$ cat config.mk
export PLATFORM = sky130hd
export DESIGN_NAME = calendar_clock_with_epoch_core
export DESIGN_NICKNAME = d
export VERILOG_FILES = /design/src/hw/rtl/cce_pkg.sv /design/src/hw/rtl/calendar_clock_with_epoch_core.sv /design/src/hw/rtl/cce_ctrl.sv /design/src/hw/rtl/cce_dp.sv
export SDC_FILE = /design/constraint.sdc
export NUM_CORES = 2
export LEC_CHECK = 0
export ABC_AREA = 0
export BUFFER_PORTS_ARGS = -buffer_cell sky130_fd_sc_hd__buf_2
export CORE_MARGIN = 1.5
export CORE_UTILIZATION = 60
export CTS_BUF_LIST = sky130_fd_sc_hd__clkbuf_8
export CTS_CLUSTER_DIAMETER = 200
export DETAILED_ROUTE_END_ITERATION = 8
export PLACE_DENSITY = 0.91
export SLEW_MARGIN = 10
export SYNTH_ARGS = -nofsm -noshare
export SYNTH_HDL_FRONTEND = slang
export SYNTH_SLANG_ARGS = --single-unit
$ cat constraint.sdc
create_clock -name clk -period 8.44 [get_ports clk]
set_clock_uncertainty 0.05 [all_clocks]
set_input_delay 1.266 -clock clk [delete_from_list [all_inputs] [get_ports clk]]
set_output_delay 1.266 -clock clk [all_outputs]
set_load 0.03 [all_outputs]
$ cat src/hw/rtl/cce_pkg.sv
package cce_pkg;

    localparam logic [1:0] CMD_TICK = 2'd0;
    localparam logic [1:0] CMD_LOAD = 2'd1;
    localparam logic [1:0] CMD_SET  = 2'd2;

    localparam logic [6:0] DIV_SEC  = 7'd60;
    localparam logic [6:0] DIV_HOUR = 7'd24;
    localparam logic [1:0] PHASE_LAST = 2'd2;
    localparam logic [15:0] WEEK_RECIP = 16'd9363;
    localparam logic [31:0] RECIP_15 = 32'h8888_8889;
    localparam logic [31:0] RECIP_3  = 32'haaaa_aaab;

    typedef struct packed {
        logic [1:0]  cmd;
        logic [5:0]  load_second;
        logic [5:0]  load_minute;
        logic [4:0]  load_hour;
        logic [4:0]  load_day;
        logic [3:0]  load_month;
        logic [7:0]  load_year;
        logic [31:0] load_epoch;
    } in_req_t;

    typedef struct packed {
        logic [5:0]  out_second;
        logic [5:0]  out_minute;
        logic [4:0]  out_hour;
        logic [4:0]  out_day;
        logic [3:0]  out_month;
        logic [7:0]  out_year;
        logic [31:0] epoch_seconds;
        logic [2:0]  day_of_week;
    } out_req_t;

    typedef enum logic [3:0] {
        S_IDLE, S_DIV, S_YEAR, S_MONTH, S_EP0, S_EP1, S_EP2, S_EP3, S_SEND
    } state_t;

    typedef enum logic [3:0] {
        OP_NONE, OP_TICK, OP_LOAD, OP_DIV_LOAD, OP_DIV_STEP, OP_YEAR_STEP,
        OP_MONTH_STEP, OP_EP0, OP_EP1, OP_EP2, OP_EP3, OP_SEND
    } op_t;

    typedef struct packed {
        op_t        op;
        logic       div_last;
        logic [1:0] phase;
    } dp_cmd_t;

    typedef struct packed {
        logic year_stop;
        logic month_hit;
    } dp_stat_t;

    function automatic logic [8:0] days_before(input logic [3:0] i);
        logic [8:0] r;
        begin
            case (i)
                4'd0:    r = 9'd0;
                4'd1:    r = 9'd31;
                4'd2:    r = 9'd59;
                4'd3:    r = 9'd90;
                4'd4:    r = 9'd120;
                4'd5:    r = 9'd151;
                4'd6:    r = 9'd181;
                4'd7:    r = 9'd212;
                4'd8:    r = 9'd243;
                4'd9:    r = 9'd273;
                4'd10:   r = 9'd304;
                4'd11:   r = 9'd334;
                default: r = 9'd0;
            endcase
            return r;
        end
    endfunction

    function automatic logic [2:0] wk_val(input logic [3:0] i);
        logic [2:0] r;
        begin
            case (i)
                4'd0:    r = 3'd6;
                4'd1:    r = 3'd2;
                4'd2:    r = 3'd2;
                4'd3:    r = 3'd5;
                4'd4:    r = 3'd0;
                4'd5:    r = 3'd3;
                4'd6:    r = 3'd5;
                4'd7:    r = 3'd1;
                4'd8:    r = 3'd4;
                4'd9:    r = 3'd6;
                4'd10:   r = 3'd2;
                4'd11:   r = 3'd4;
                default: r = 3'd0;
            endcase
            return r;
        end
    endfunction

    function automatic logic [5:0] mon_len(input logic [3:0] m, input logic leap);
        logic [5:0] r;
        begin
            case (m)
                4'd2:                      r = leap ? 6'd29 : 6'd28;
                4'd4, 4'd6, 4'd9, 4'd11:   r = 6'd30;
                default:                   r = 6'd31;
            endcase
            return r;
        end
    endfunction

endpackage

$ cat src/hw/rtl/calendar_clock_with_epoch_core.sv
// tick, load and idle commands pass through states EP0, EP1, EP2, EP3 and SEND to the result
// set-from-seconds first passes through DIV, YEAR and MONTH, then through EP0..EP3 and SEND
// DIV does three reciprocal divisions, then YEAR steps one year and MONTH one month per cycle
// one request is in work at a time; the next is taken while a result still waits
// reset (rst_n low, asynchronous) sets 2000-01-01 00:00:00 and clears out_valid (out_data is not reset)
module calendar_clock_with_epoch_core (
    input  logic              clk,
    input  logic              rst_n,
    input  logic              in_valid,
    output logic              in_ready,
    input  cce_pkg::in_req_t  in_data,
    output logic              out_valid,
    input  logic              out_ready,
    output cce_pkg::out_req_t out_data
);
    import cce_pkg::*;

    dp_cmd_t  dp_cmd;
    dp_stat_t dp_stat;

    cce_ctrl u_ctrl (
        .clk       (clk),
        .rst_n     (rst_n),
        .in_valid  (in_valid),
        .in_ready  (in_ready),
        .in_cmd    (in_data.cmd),
        .out_valid (out_valid),
        .out_ready (out_ready),
        .dp_cmd    (dp_cmd),
        .dp_stat   (dp_stat)
    );

    cce_dp u_dp (
        .clk      (clk),
        .rst_n    (rst_n),
        .in_data  (in_data),
        .dp_cmd   (dp_cmd),
        .dp_stat  (dp_stat),
        .out_data (out_data)
    );

endmodule

$ cat src/hw/rtl/cce_ctrl.sv
module cce_ctrl (
    input  logic             clk,
    input  logic             rst_n,
    input  logic             in_valid,
    output logic             in_ready,
    input  logic [1:0]       in_cmd,
    output logic             out_valid,
    input  logic             out_ready,
    output cce_pkg::dp_cmd_t dp_cmd,
    input  cce_pkg::dp_stat_t dp_stat
);
    import cce_pkg::*;

    state_t     state_reg, state_next;
    logic       cnt_reg, cnt_next;
    logic [1:0] phase_reg, phase_next;
    logic       ov_reg, ov_next;

    always_ff @(posedge clk or negedge rst_n)
    begin
        if (!rst_n)
        begin
            state_reg <= S_IDLE;
            cnt_reg   <= 1'b0;
            phase_reg <= '0;
            ov_reg    <= 1'b0;
        end
        else
        begin
            state_reg <= state_next;
            cnt_reg   <= cnt_next;
            phase_reg <= phase_next;
            ov_reg    <= ov_next;
        end
    end

    assign out_valid = ov_reg;

    always_comb
    begin
        state_next      = state_reg;
        cnt_next        = cnt_reg;
        phase_next      = phase_reg;
        ov_next         = ov_reg & ~out_ready;
        in_ready        = 1'b0;
        dp_cmd.op       = OP_NONE;
        dp_cmd.div_last = cnt_reg;
        dp_cmd.phase    = phase_reg;
        case (state_reg)
            S_IDLE:
            begin
                in_ready = 1'b1;
                if (in_valid)
                begin
                    state_next = S_EP0;
                    case (in_cmd)
                        CMD_TICK: dp_cmd.op = OP_TICK;
                        CMD_LOAD: dp_cmd.op = OP_LOAD;
                        CMD_SET:
                        begin
                            dp_cmd.op  = OP_DIV_LOAD;
                            state_next = S_DIV;
                            cnt_next   = 1'b0;
                            phase_next = '0;
                        end
                        default:  dp_cmd.op = OP_NONE;
                    endcase
                end
            end
            S_DIV:
            begin
                dp_cmd.op = OP_DIV_STEP;
                cnt_next  = ~cnt_reg;
                if (cnt_reg)
                begin
                    phase_next = phase_reg + 2'd1;
                    if (phase_reg == PHASE_LAST)
                        state_next = S_YEAR;
                end
            end
            S_YEAR:
            begin
                dp_cmd.op = OP_YEAR_STEP;
                if (dp_stat.year_stop)
                    state_next = S_MONTH;
            end
            S_MONTH:
            begin
                dp_cmd.op = OP_MONTH_STEP;
                if (dp_stat.month_hit)
                    state_next = S_EP0;
            end
            S_EP0:
            begin
                dp_cmd.op  = OP_EP0;
                state_next = S_EP1;
            end
            S_EP1:
            begin
                dp_cmd.op  = OP_EP1;
                state_next = S_EP2;
            end
            S_EP2:
            begin
                dp_cmd.op  = OP_EP2;
                state_next = S_EP3;
            end
            S_EP3:
            begin
                dp_cmd.op  = OP_EP3;
                state_next = S_SEND;
            end
            S_SEND:
            begin
                if (!ov_reg || out_ready)
                begin
                    dp_cmd.op  = OP_SEND;
                    ov_next    = 1'b1;
                    state_next = S_IDLE;
                end
            end
            default: state_next = S_IDLE;
        endcase
    end

endmodule

$ cat src/hw/rtl/cce_dp.sv
module cce_dp (
    input  logic              clk,
    input  logic              rst_n,
    input  cce_pkg::in_req_t  in_data,
    input  cce_pkg::dp_cmd_t  dp_cmd,
    output cce_pkg::dp_stat_t dp_stat,
    output cce_pkg::out_req_t out_data
);
    import cce_pkg::*;

    logic [5:0]  sec_reg, sec_next;
    logic [5:0]  min_reg, min_next;
    logic [4:0]  hour_reg, hour_next;
    logic [4:0]  day_reg, day_next;
    logic [3:0]  mon_reg, mon_next;
    logic [7:0]  year_reg, year_next;

    logic [31:0] divq_reg, divq_next;
    logic [31:0] quo_reg, quo_next;
    logic [15:0] dcnt_reg, dcnt_next;
    logic [3:0]  midx_reg, midx_next;
    logic [31:0] acc_reg, acc_next;
    logic [8:0]  wv_reg, wv_next;
    logic [5:0]  wq_reg, wq_next;
    logic [2:0]  wd_reg, wd_next;
    out_req_t    out_reg, out_next;

    logic [6:0]  t_sec, t_min;
    logic [5:0]  t_hour, t_day, t_len;
    logic [4:0]  t_mon;

    logic [6:0]  dv;
    logic [29:0] mul_a;
    logic [31:0] mul_b;
    logic [61:0] mul_p;
    logic [31:0] quo_c;
    logic [31:0] rem_w;

    logic [8:0]  ylen;
    logic [9:0]  mlen;

    logic [3:0]  em;
    logic [8:0]  ey;
    logic [4:0]  ed;
    logic        eleap;
    logic [1:0]  ey100;
    logic [17:0] edays;
    logic [8:0]  wv_c;
    logic [24:0] wprod;

    always_ff @(posedge clk or negedge rst_n)
    begin
        if (!rst_n)
        begin
            sec_reg  <= '0;
            min_reg  <= '0;
            hour_reg <= '0;
            day_reg  <= 5'd1;
            mon_reg  <= 4'd1;
            year_reg <= '0;
        end
        else
        begin
            sec_reg  <= sec_next;
            min_reg  <= min_next;
            hour_reg <= hour_next;
            day_reg  <= day_next;
            mon_reg  <= mon_next;
            year_reg <= year_next;
        end
    end

    always_ff @(posedge clk)
    begin
        divq_reg <= divq_next;
        quo_reg  <= quo_next;
        dcnt_reg <= dcnt_next;
        midx_reg <= midx_next;
        acc_reg  <= acc_next;
        wv_reg   <= wv_next;
        wq_reg   <= wq_next;
        wd_reg   <= wd_next;
        out_reg  <= out_next;
    end

    assign out_data = out_reg;

    always_comb
    begin
        t_sec  = {1'b0, sec_reg} + 7'd1;
        t_min  = {1'b0, min_reg} + 7'd1;
        t_hour = {1'b0, hour_reg} + 6'd1;
        t_day  = {1'b0, day_reg} + 6'd1;
        t_mon  = {1'b0, mon_reg} + 5'd1;
        t_len  = mon_len(mon_reg, year_reg[1:0] == 2'd0);

        // divide by 60 as (n / 4) / 15 and by 24 as (n / 8) / 3
        dv    = (dp_cmd.phase == PHASE_LAST) ? DIV_HOUR : DIV_SEC;
        mul_a = (dp_cmd.phase == PHASE_LAST) ? {1'b0, divq_reg[31:3]} : divq_reg[31:2];
        mul_b = (dp_cmd.phase == PHASE_LAST) ? RECIP_3 : RECIP_15;
        mul_p = {32'd0, mul_a} * {30'd0, mul_b};
        quo_c = (dp_cmd.phase == PHASE_LAST) ? {3'd0, mul_p[61:33]}
                                             : {5'd0, mul_p[61:35]};
        rem_w = divq_reg - 32'(quo_reg * {25'd0, dv});

        ylen = (year_reg[1:0] != 2'd0) ? 9'd365 : 9'd366;
        mlen = {1'b0, days_before(midx_reg)}
             + {9'd0, (year_reg[1:0] == 2'd0) && (midx_reg >= 4'd2)};
        dp_stat.year_stop = ({16'd0} + dcnt_reg) < {7'd0, ylen};
        dp_stat.month_hit = dcnt_reg >= {6'd0, mlen};

        em = mon_reg;
        ey = {1'b0, year_reg};
        if (em == 4'd0)
            em = 4'd1;
        if (em > 4'd12)
        begin
            em = em - 4'd12;
            ey = ey + 9'd1;
        end
        ed    = (day_reg == 5'd0) ? 5'd1 : day_reg;
        eleap = (ey[1:0] == 2'd0);
        ey100 = (ey >= 9'd200) ? 2'd2 : ((ey >= 9'd100) ? 2'd1 : 2'd0);
        edays = 18'd1 + {11'd0, ey[8:2]} - {16'd0, ey100}
              - {17'd0, eleap && (em < 4'd3)}
              + {9'd0, days_before(em - 4'd1)} + {13'd0, ed} - 18'd1
              + 18'({9'd0, ey} * 18'd365);

        if (mon_reg >= 4'd1 && mon_reg <= 4'd12)
            wv_c = {1'b0, year_reg} + {3'd0, year_reg[7:2]}
                 + {6'd0, wk_val(mon_reg - 4'd1)} + {4'd0, day_reg}
                 + ((mon_reg < 4'd3 && year_reg[1:0] == 2'd0) ? 9'd6 : 9'd0);
        else
            wv_c = {1'b0, year_reg} + {3'd0, year_reg[7:2]} + {4'd0, day_reg};
        wprod = {16'd0, wv_reg} * {9'd0, WEEK_RECIP};

        sec_next  = sec_reg;
        min_next  = min_reg;
        hour_next = hour_reg;
        day_next  = day_reg;
        mon_next  = mon_reg;
        year_next = year_reg;
        divq_next = divq_reg;
        quo_next  = quo_reg;
        dcnt_next = dcnt_reg;
        midx_next = midx_reg;
        acc_next  = acc_reg;
        wv_next   = wv_reg;
        wq_next   = wq_reg;
        wd_next   = wd_reg;
        out_next  = out_reg;

        case (dp_cmd.op)
            OP_TICK:
            begin
                if (t_sec < 7'd60)
                    sec_next = t_sec[5:0];
                else
                begin
                    sec_next = 6'(t_sec - 7'd60);
                    if (t_min < 7'd60)
                        min_next = t_min[5:0];
                    else
                    begin
                        min_next = 6'(t_min - 7'd60);
                        if (t_hour < 6'd24)
                            hour_next = t_hour[4:0];
                        else
                        begin
                            hour_next = 5'(t_hour - 6'd24);
                            if (t_day <= t_len)
                                day_next = t_day[4:0];
                            else
                            begin
                                day_next = 5'd1;
                                if (t_mon <= 5'd12)
                                    mon_next = t_mon[3:0];
                                else
                                begin
                                    mon_next  = 4'd1;
                                    year_next = year_reg + 8'd1;
                                end
                            end
                        end
                    end
                end
            end
            OP_LOAD:
            begin
                sec_next  = in_data.load_second;
                min_next  = in_data.load_minute;
                hour_next = in_data.load_hour;
                day_next  = in_data.load_day;
                mon_next  = in_data.load_month;
                year_next = in_data.load_year;
            end
            OP_DIV_LOAD:
            begin
                divq_next = in_data.load_epoch;
            end
            OP_DIV_STEP:
            begin
                if (!dp_cmd.div_last)
                    quo_next = quo_c;
                else
                begin
                    divq_next = quo_reg;
                    case (dp_cmd.phase)
                        2'd0:    sec_next  = rem_w[5:0];
                        2'd1:    min_next  = rem_w[5:0];
                        default:
                        begin
                            hour_next = rem_w[4:0];
                            dcnt_next = quo_reg[15:0];
                            year_next = '0;
                        end
                    endcase
                end
            end
            OP_YEAR_STEP:
            begin
                if (dp_stat.year_stop)
                    midx_next = 4'd11;
                else
                begin
                    dcnt_next = dcnt_reg - {7'd0, ylen};
                    year_next = year_reg + 8'd1;
                end
            end
            OP_MONTH_STEP:
            begin
                if (dp_stat.month_hit)
                begin
                    mon_next = midx_reg + 4'd1;
                    day_next = 5'(dcnt_reg - {6'd0, mlen} + 16'd1);
                end
                else
                    midx_next = midx_reg - 4'd1;
            end
            OP_EP0:
            begin
                acc_next = {14'd0, edays};
                wv_next  = wv_c;
            end
            OP_EP1:
            begin
                acc_next = 32'(acc_reg * 32'd24) + {27'd0, hour_reg};
                wq_next  = wprod[21:16];
            end
            OP_EP2:
            begin
                acc_next = 32'(acc_reg * 32'd60) + {26'd0, min_reg};
                wd_next  = 3'(wv_reg - ({3'd0, wq_reg} << 3) + {3'd0, wq_reg});
            end
            OP_EP3:
            begin
                acc_next = 32'(acc_reg * 32'd60) + {26'd0, sec_reg};
            end
            OP_SEND:
            begin
                out_next.out_second    = sec_reg;
                out_next.out_minute    = min_reg;
                out_next.out_hour      = hour_reg;
                out_next.out_day       = day_reg;
                out_next.out_month     = mon_reg;
                out_next.out_year      = year_reg;
                out_next.epoch_seconds = acc_reg;
                out_next.day_of_week   = wd_reg;
            end
            default: ;
        endcase
    end

endmodule
======== Word level (Yosys, flattened, before mapping) ========
Memories as Yosys holds them, arrays and structs flattened. A register that Yosys moved wholly into a read port is not among the register bits.
Index checks and enable logic that the tools add are counted.
operators by class
  order comparisons ....................... 15
  reductions and logical operators ........ 37
  muxes and demuxes ....................... 86
  eq/ne operators ......................... 48
  multipliers ............................. 6
  add/sub/neg operators ................... 38
  bitwise logic cells ..................... 3
operator list
  kind                     count
  $pmux W32 S4             1
  $mux W4                  19
  $pmux W4 S9              2
  $add A32 B6 Y32          2
  $mux W8                  8
  $pmux W32 S2             1
  $mul A30 B32 Y62         1
  $mux W30                 2
  $mux W5                  11
  $mux W16                 3
  $mux W6                  8
  $eq A4 B3 Y1 const B     10
  $pmux W6 S3              2
  $add A32 B5 Y32          1
  $mul A32 B2 Y29 const B  1
  $mul A32 B4 Y30 const B  1
  $mul A32 B7 Y6           1
  $mux W32                 1
  $pmux W16 S2             1
  $pmux W8 S4              1
  $ne A2 B2 Y1 const B     15
  $pmux W5 S3              2
  $eq A4 B4 Y1 const B     7
  $mux W27                 1
  78 further kinds         131
storage, ports and cells
  bits in read-only memories .............. 336
  memories ................................ 3
  register bits after elaboration ......... 242
  output and inout bits ................... 71
memory list
  name             words  bits a word  rd ports  clocked after memory_dff  write ports  line           source
  (no name shown)  16     9            1         1                         0            cce_pkg.sv:59  case (i)
  (no name shown)  16     9            1         0                         0            cce_pkg.sv:59
  (no name shown)  16     3            1         0                         0            cce_pkg.sv:81  case (i)

======== Depth between registers and ports, before layout ========
  depth in word-level cells ............... 14
  mapped depth ............................ 36
  gate-level depth less buffers ........... 33

======== Modules after synthesis ========
Synthesis repeated with hierarchy kept, for this count alone.
unflattened totals
  cell total of the unflattened synthesis .. 3749
  area total of the unflattened synthesis .. 35619.2 um^2
by module, submodules not included
  module    area an instance (um^2)  instances  cells each  sequential area each (um^2)
  cce_dp    35038.6                  1          3681        6949.2
  cce_ctrl  580.6                    1          68          200.2

======== Worst setup path before layout ========
No wires, ideal clock.
  path kind ............................... register -> register
  start point ............................. register u_ctrl.phase_reg[0]
  end point ............................... register u_dp.quo_reg[16] (data pin)
  clock period less this slack ............ 8.691 ns
  arrival time ............................ 8.381 ns
  cell stages (with the launch flop) ...... 33
  path slack .............................. -0.251 ns
  setup time .............................. 0.260 ns
  data required time ...................... 8.130 ns
  cell sequence ........................... dfrtp_1 inv_1 ha_1 clkbuf_1 clkbuf_1 clkbuf_1 and2_1 a21o_1 ha_1 fa_1 inv_1 fa_1 inv_1 fa_1 inv_1 fa_1 inv_1 fa_1 inv_1 fa_1 inv_1 fa_1 ha_1 nand4_1 nor4_1 and3_1 nand3_1 o221ai_1 a21oi_1 o21ai_1 a31oi_1 xnor2_1 mux2_2
between the ends
  cells in the longest elaborated chain, start to end .. 4
ends and longest elaborated chain
  item                                line                                        source
  start: declaration                  cce_ctrl.sv:16                              logic [1:0] phase_reg, phase_next;
  start signal: assignment            cce_ctrl.sv:32                              phase_reg <= phase_next;
  $eq A2 B2 Y1 *                      cce_dp.sv:99, cce_dp.sv:100, cce_dp.sv:102
  $mux W30, on equally long branches  cce_dp.sv:99, cce_dp.sv:100
  $mul A30 B32 Y62                    cce_dp.sv:101                               mul_p = {32'd0, mul_a} * {30'd0, mul_b};
  $mux W27 *                          cce_dp.sv:102                               quo_c = (dp_cmd.phase == PHASE_LAST) ? {3'd0, mul_p[61:33]}
  via u_dp.quo_c[16]                  cce_dp.sv:36                                logic [31:0] quo_c;
  end signal: assignment              cce_dp.sv:76                                quo_reg <= quo_next;
  end: declaration                    cce_dp.sv:19                                logic [31:0] quo_reg, quo_next;
Mark *: on every way through the listed nets, which the timed path passes. The rest lies on a longest branch.
A chain may end at the register's enable or synchronous reset.

======== Worst setup path after layout ========
  start point ............................. register u_ctrl.phase_reg[0]
  end point ............................... register u_dp.quo_reg[21] (data pin)
Same word-level chain as after synthesis.

==> impl_metrics.csv <==
group,metric,value,unit
critical_path,crit_path_frequent_cell,"fa_1",
critical_path,worstSetupEndpointType,"flip-flop",
critical_path,slowest_stage,"fa_1",
timing,finalCritPeriodShare,98.7,%
finish,fillCellCount,4118,
yosys,synth_edf_count,197,
critical_path,crit_fanout,5,
yosys,synth_top_cell_by_area,"ha_1",
global_route,grt_start_max_net_pins,73,
critical_path,crit_type,"flip-flop to flip-flop",
yosys,yosysWarnings,0,
global_route,grt_pass1_wl,164000,microns
yosys,ys_ff_latch,248,
worst_hold_path,hold_path.class,"flip-flop to flip-flop",
timing,period_needed,8.33,ns
global_route,grt_pass1_vias,31100,
routing,dr_total_vias,30200,
critical_path,critPathLaunch,"u_ctrl.phase_reg[0]",
timing,rsz0062_at_grt,"yes",
timing,hold_viol,0,
routing,wire_per_inst,21.7,microns
clock_tree,cts_buffers,46,
timing,tightest_slew,1.20,ns
routing,drc_errors,14,
global_route,grt_usage,34.1,%
clock_tree,hold_buffers,0,
finish,instances_no_fill,4826,
yosys,ys.flop_type,"edfxtp_1",
timing,timing.fmax,0.120,GHz
timing,max_slew_margin,19.7,%
clock_tree,clock_latency,0.66,ns
global_route,antenna_found_initial,3,
timing,slew_viol_final,0,
worst_hold_path,min-delay-start,"u_dp.wd_reg[2]",
place,place_congestion,1.03,
global_route,grt.overflow.total,0,
critical_path,rr_startpoint,"u_ctrl.phase_reg[0]",
critical_path,arrival,8.69,ns
floorplan,die-area,61500,sq um
finish,syn_to_final_growth,11.3,%
floorplan,core,59200,sq um
finish,largest_reg_flops,69,
yosys,syn_inst,3754,
routing,ant_nets,0,
clock_tree,cts_buffer_depth,3,
yosys,yosysTopAreaCellShare,20.8,%
floorplan,die-width,248,microns
place,place.port_buffers,142,
routing,viasPerCell,6.26,
yosys,async_reset_ff_share,16.9,%
yosys,ys_types,106,
routing,drt_pass1_iterations,9,
clock_tree,cts_max_level,2,
status,violations,"design-rule violations",
floorplan,rows,89,
clock_tree,cts_root_buffer,"clkbuf_8",
yosys,avgSynthCellArea,9.60,sq um
timing,setup-violations-final,0,
critical_path,cpPeakStageDelay,0.59,ns
status,run_status,"complete, but fails checks",
routing,wl,105000,microns
finish,final_nets,5042,
yosys,syn-cell-area,36000,sq um
place,dp.cells,4723,
critical_path,crit_required,8.80,ns
floorplan,die_h,248,microns
clock_tree,numClockSinks,248,
critical_path,cp-start-kind,"flip-flop",
run,maxCapViolCount,0,
finish,fin_util,67.7,%
yosys,synth_area_leaders,"ha_1 21%, fa_1 20%, edfxtp_1 16%",
routing,drtIter0Drc,2992,
finish,final_common_cell,"ha_1",
floorplan,io_pins,143,
clock_tree,clkSlewWorstSetupHoldPaths,0.06,ns
place,place.detailed.hpwl,82300,microns
finish,drive_gt1_share,13.9,%
finish,final_cell_mix,"585 x ha_1, 570 x inv_1, 346 x fa_1",
clock_tree,cts_tree,"done",
floorplan,start_util,60.8,%
yosys,ys_seq_area_share,19.8,%
## kinds of logic (layout without fill, tap and decap cells)
family	after synthesis	count (layout)	share of synthesized area (%)
fa+ha+maj	958	958	40.7
simple gates	833	833	11.0
compound gates	721	721	13.4
buf+inv	683	979	7.17
xor+xnor	266	266	6.50
flops	248	248	19.8
mux	43	43	1.32
other cells	2	5	0.0208
## path summary, 6_finish.rpt
check                           slack, ns          endpoint  cells past startpoint
worst max-delay path                 0.11  u_dp.quo_reg[21]                     31
worst min-delay path                 0.37  u_dp.out_data[2]                      0
worst max register to register       0.11  u_dp.quo_reg[21]                     31
worst min register to register       0.37  u_dp.out_data[2]                      0
max in group asynchronous            6.85   u_dp.min_reg[0]                      1
min in group asynchronous            0.75  u_dp.year_reg[2]                      1
## Yosys cell counts, types with 7 or more instances
cell and instances:
xnor2_1 170, and4_1 8, buf_1 8, a21oi_1 166
mux2i_1 7, nand4_1 30, a21o_1 107, dfxtp_1 9
or2_2 12, a211oi_1 10, clkbuf_1 81, buf_2 11
dfrtp_1 40, nand3b_1 8, nand2_1 314, o21ai_0 151
inv_1 579, fa_1 357, and3_1 25, o21ai_1 13
o21a_1 18, nor2b_1 24, a211o_1 7, a221oi_1 19
edfxtp_1 197, a31oi_1 31, and2_1 38, o21bai_1 27
o22ai_1 24, nand2b_1 15, ha_1 600, o31ai_1 12
mux2_2 36, nand3_1 60, nor4_1 12, nor2_1 183
o211ai_1 14, nor3_1 57, o221ai_1 20, a22oi_1 8
xor2_1 95, or3_1 9
## final cells by class
type / instances / area (sq um) / area share, %
multi-input combinational: 2824 / 26700 / 66.5
sequential: 248 / 7150 / 17.8
inverter: 581 / 2180 / 5.45
timing repair buffer: 312 / 2030 / 5.05
tap: 773 / 967 / 2.41
clock buffer: 53 / 729 / 1.82
clock inverter: 33 / 352 / 0.877
antenna: 2 / 5.00 / 0.0125
## routing by layer
layer	vias to the layer above	wire [microns]	global-route usage, %
li1	13400	-	-
met1	14400	39200	42.4
met2	1875	48200	55.8
met3	502	11300	7.89
met4	4	6190	16.9
met5	-	33	0
## what timing repair did
| item | CTS | global route |
|---|---|---|
| setup buffers | 5 | 12 |
| endpoints found under the setup margin | 24 | 30 |
| pin swaps | 11 | 48 |
| endpoints found under the hold margin | 0 | 0 |
| gates resized for setup | 9 | 92 |
## critical path, delay by kind of cell, from the launching register on
family	cells	cell delay (ns)
mux	2	0.64
simple gates	2	0.30
xor+xnor	1	0.12
compound gates	8	1.77
fa+ha+maj	10	4.28
buf+inv	8	0.52
flops	1	0.40
## stage by stage
| stage | setup WS, ns | instance area [sq um] | setup TNS, ns | hold WS (ns) |
|---|---|---|---|---|
| after global placement | -0.109 | 38500 | -0.177 | 0.352 |
| after floorplan | 0.00553 | 36000 | 0 | 0.350 |
| after CTS | 0.0169 | 39700 | 0 | 0.374 |
| final | 0.109 | 40100 | 0 | 0.370 |
| after detailed placement | -0.316 | 38500 | -2.77 | 0.359 |
| after global routing | -0.143 | 40100 | -0.891 | 0.377 |
Power is left out: the tool's default activity adds up to more than one toggle a clock period on the data nets, which glitch-free logic cannot reach.
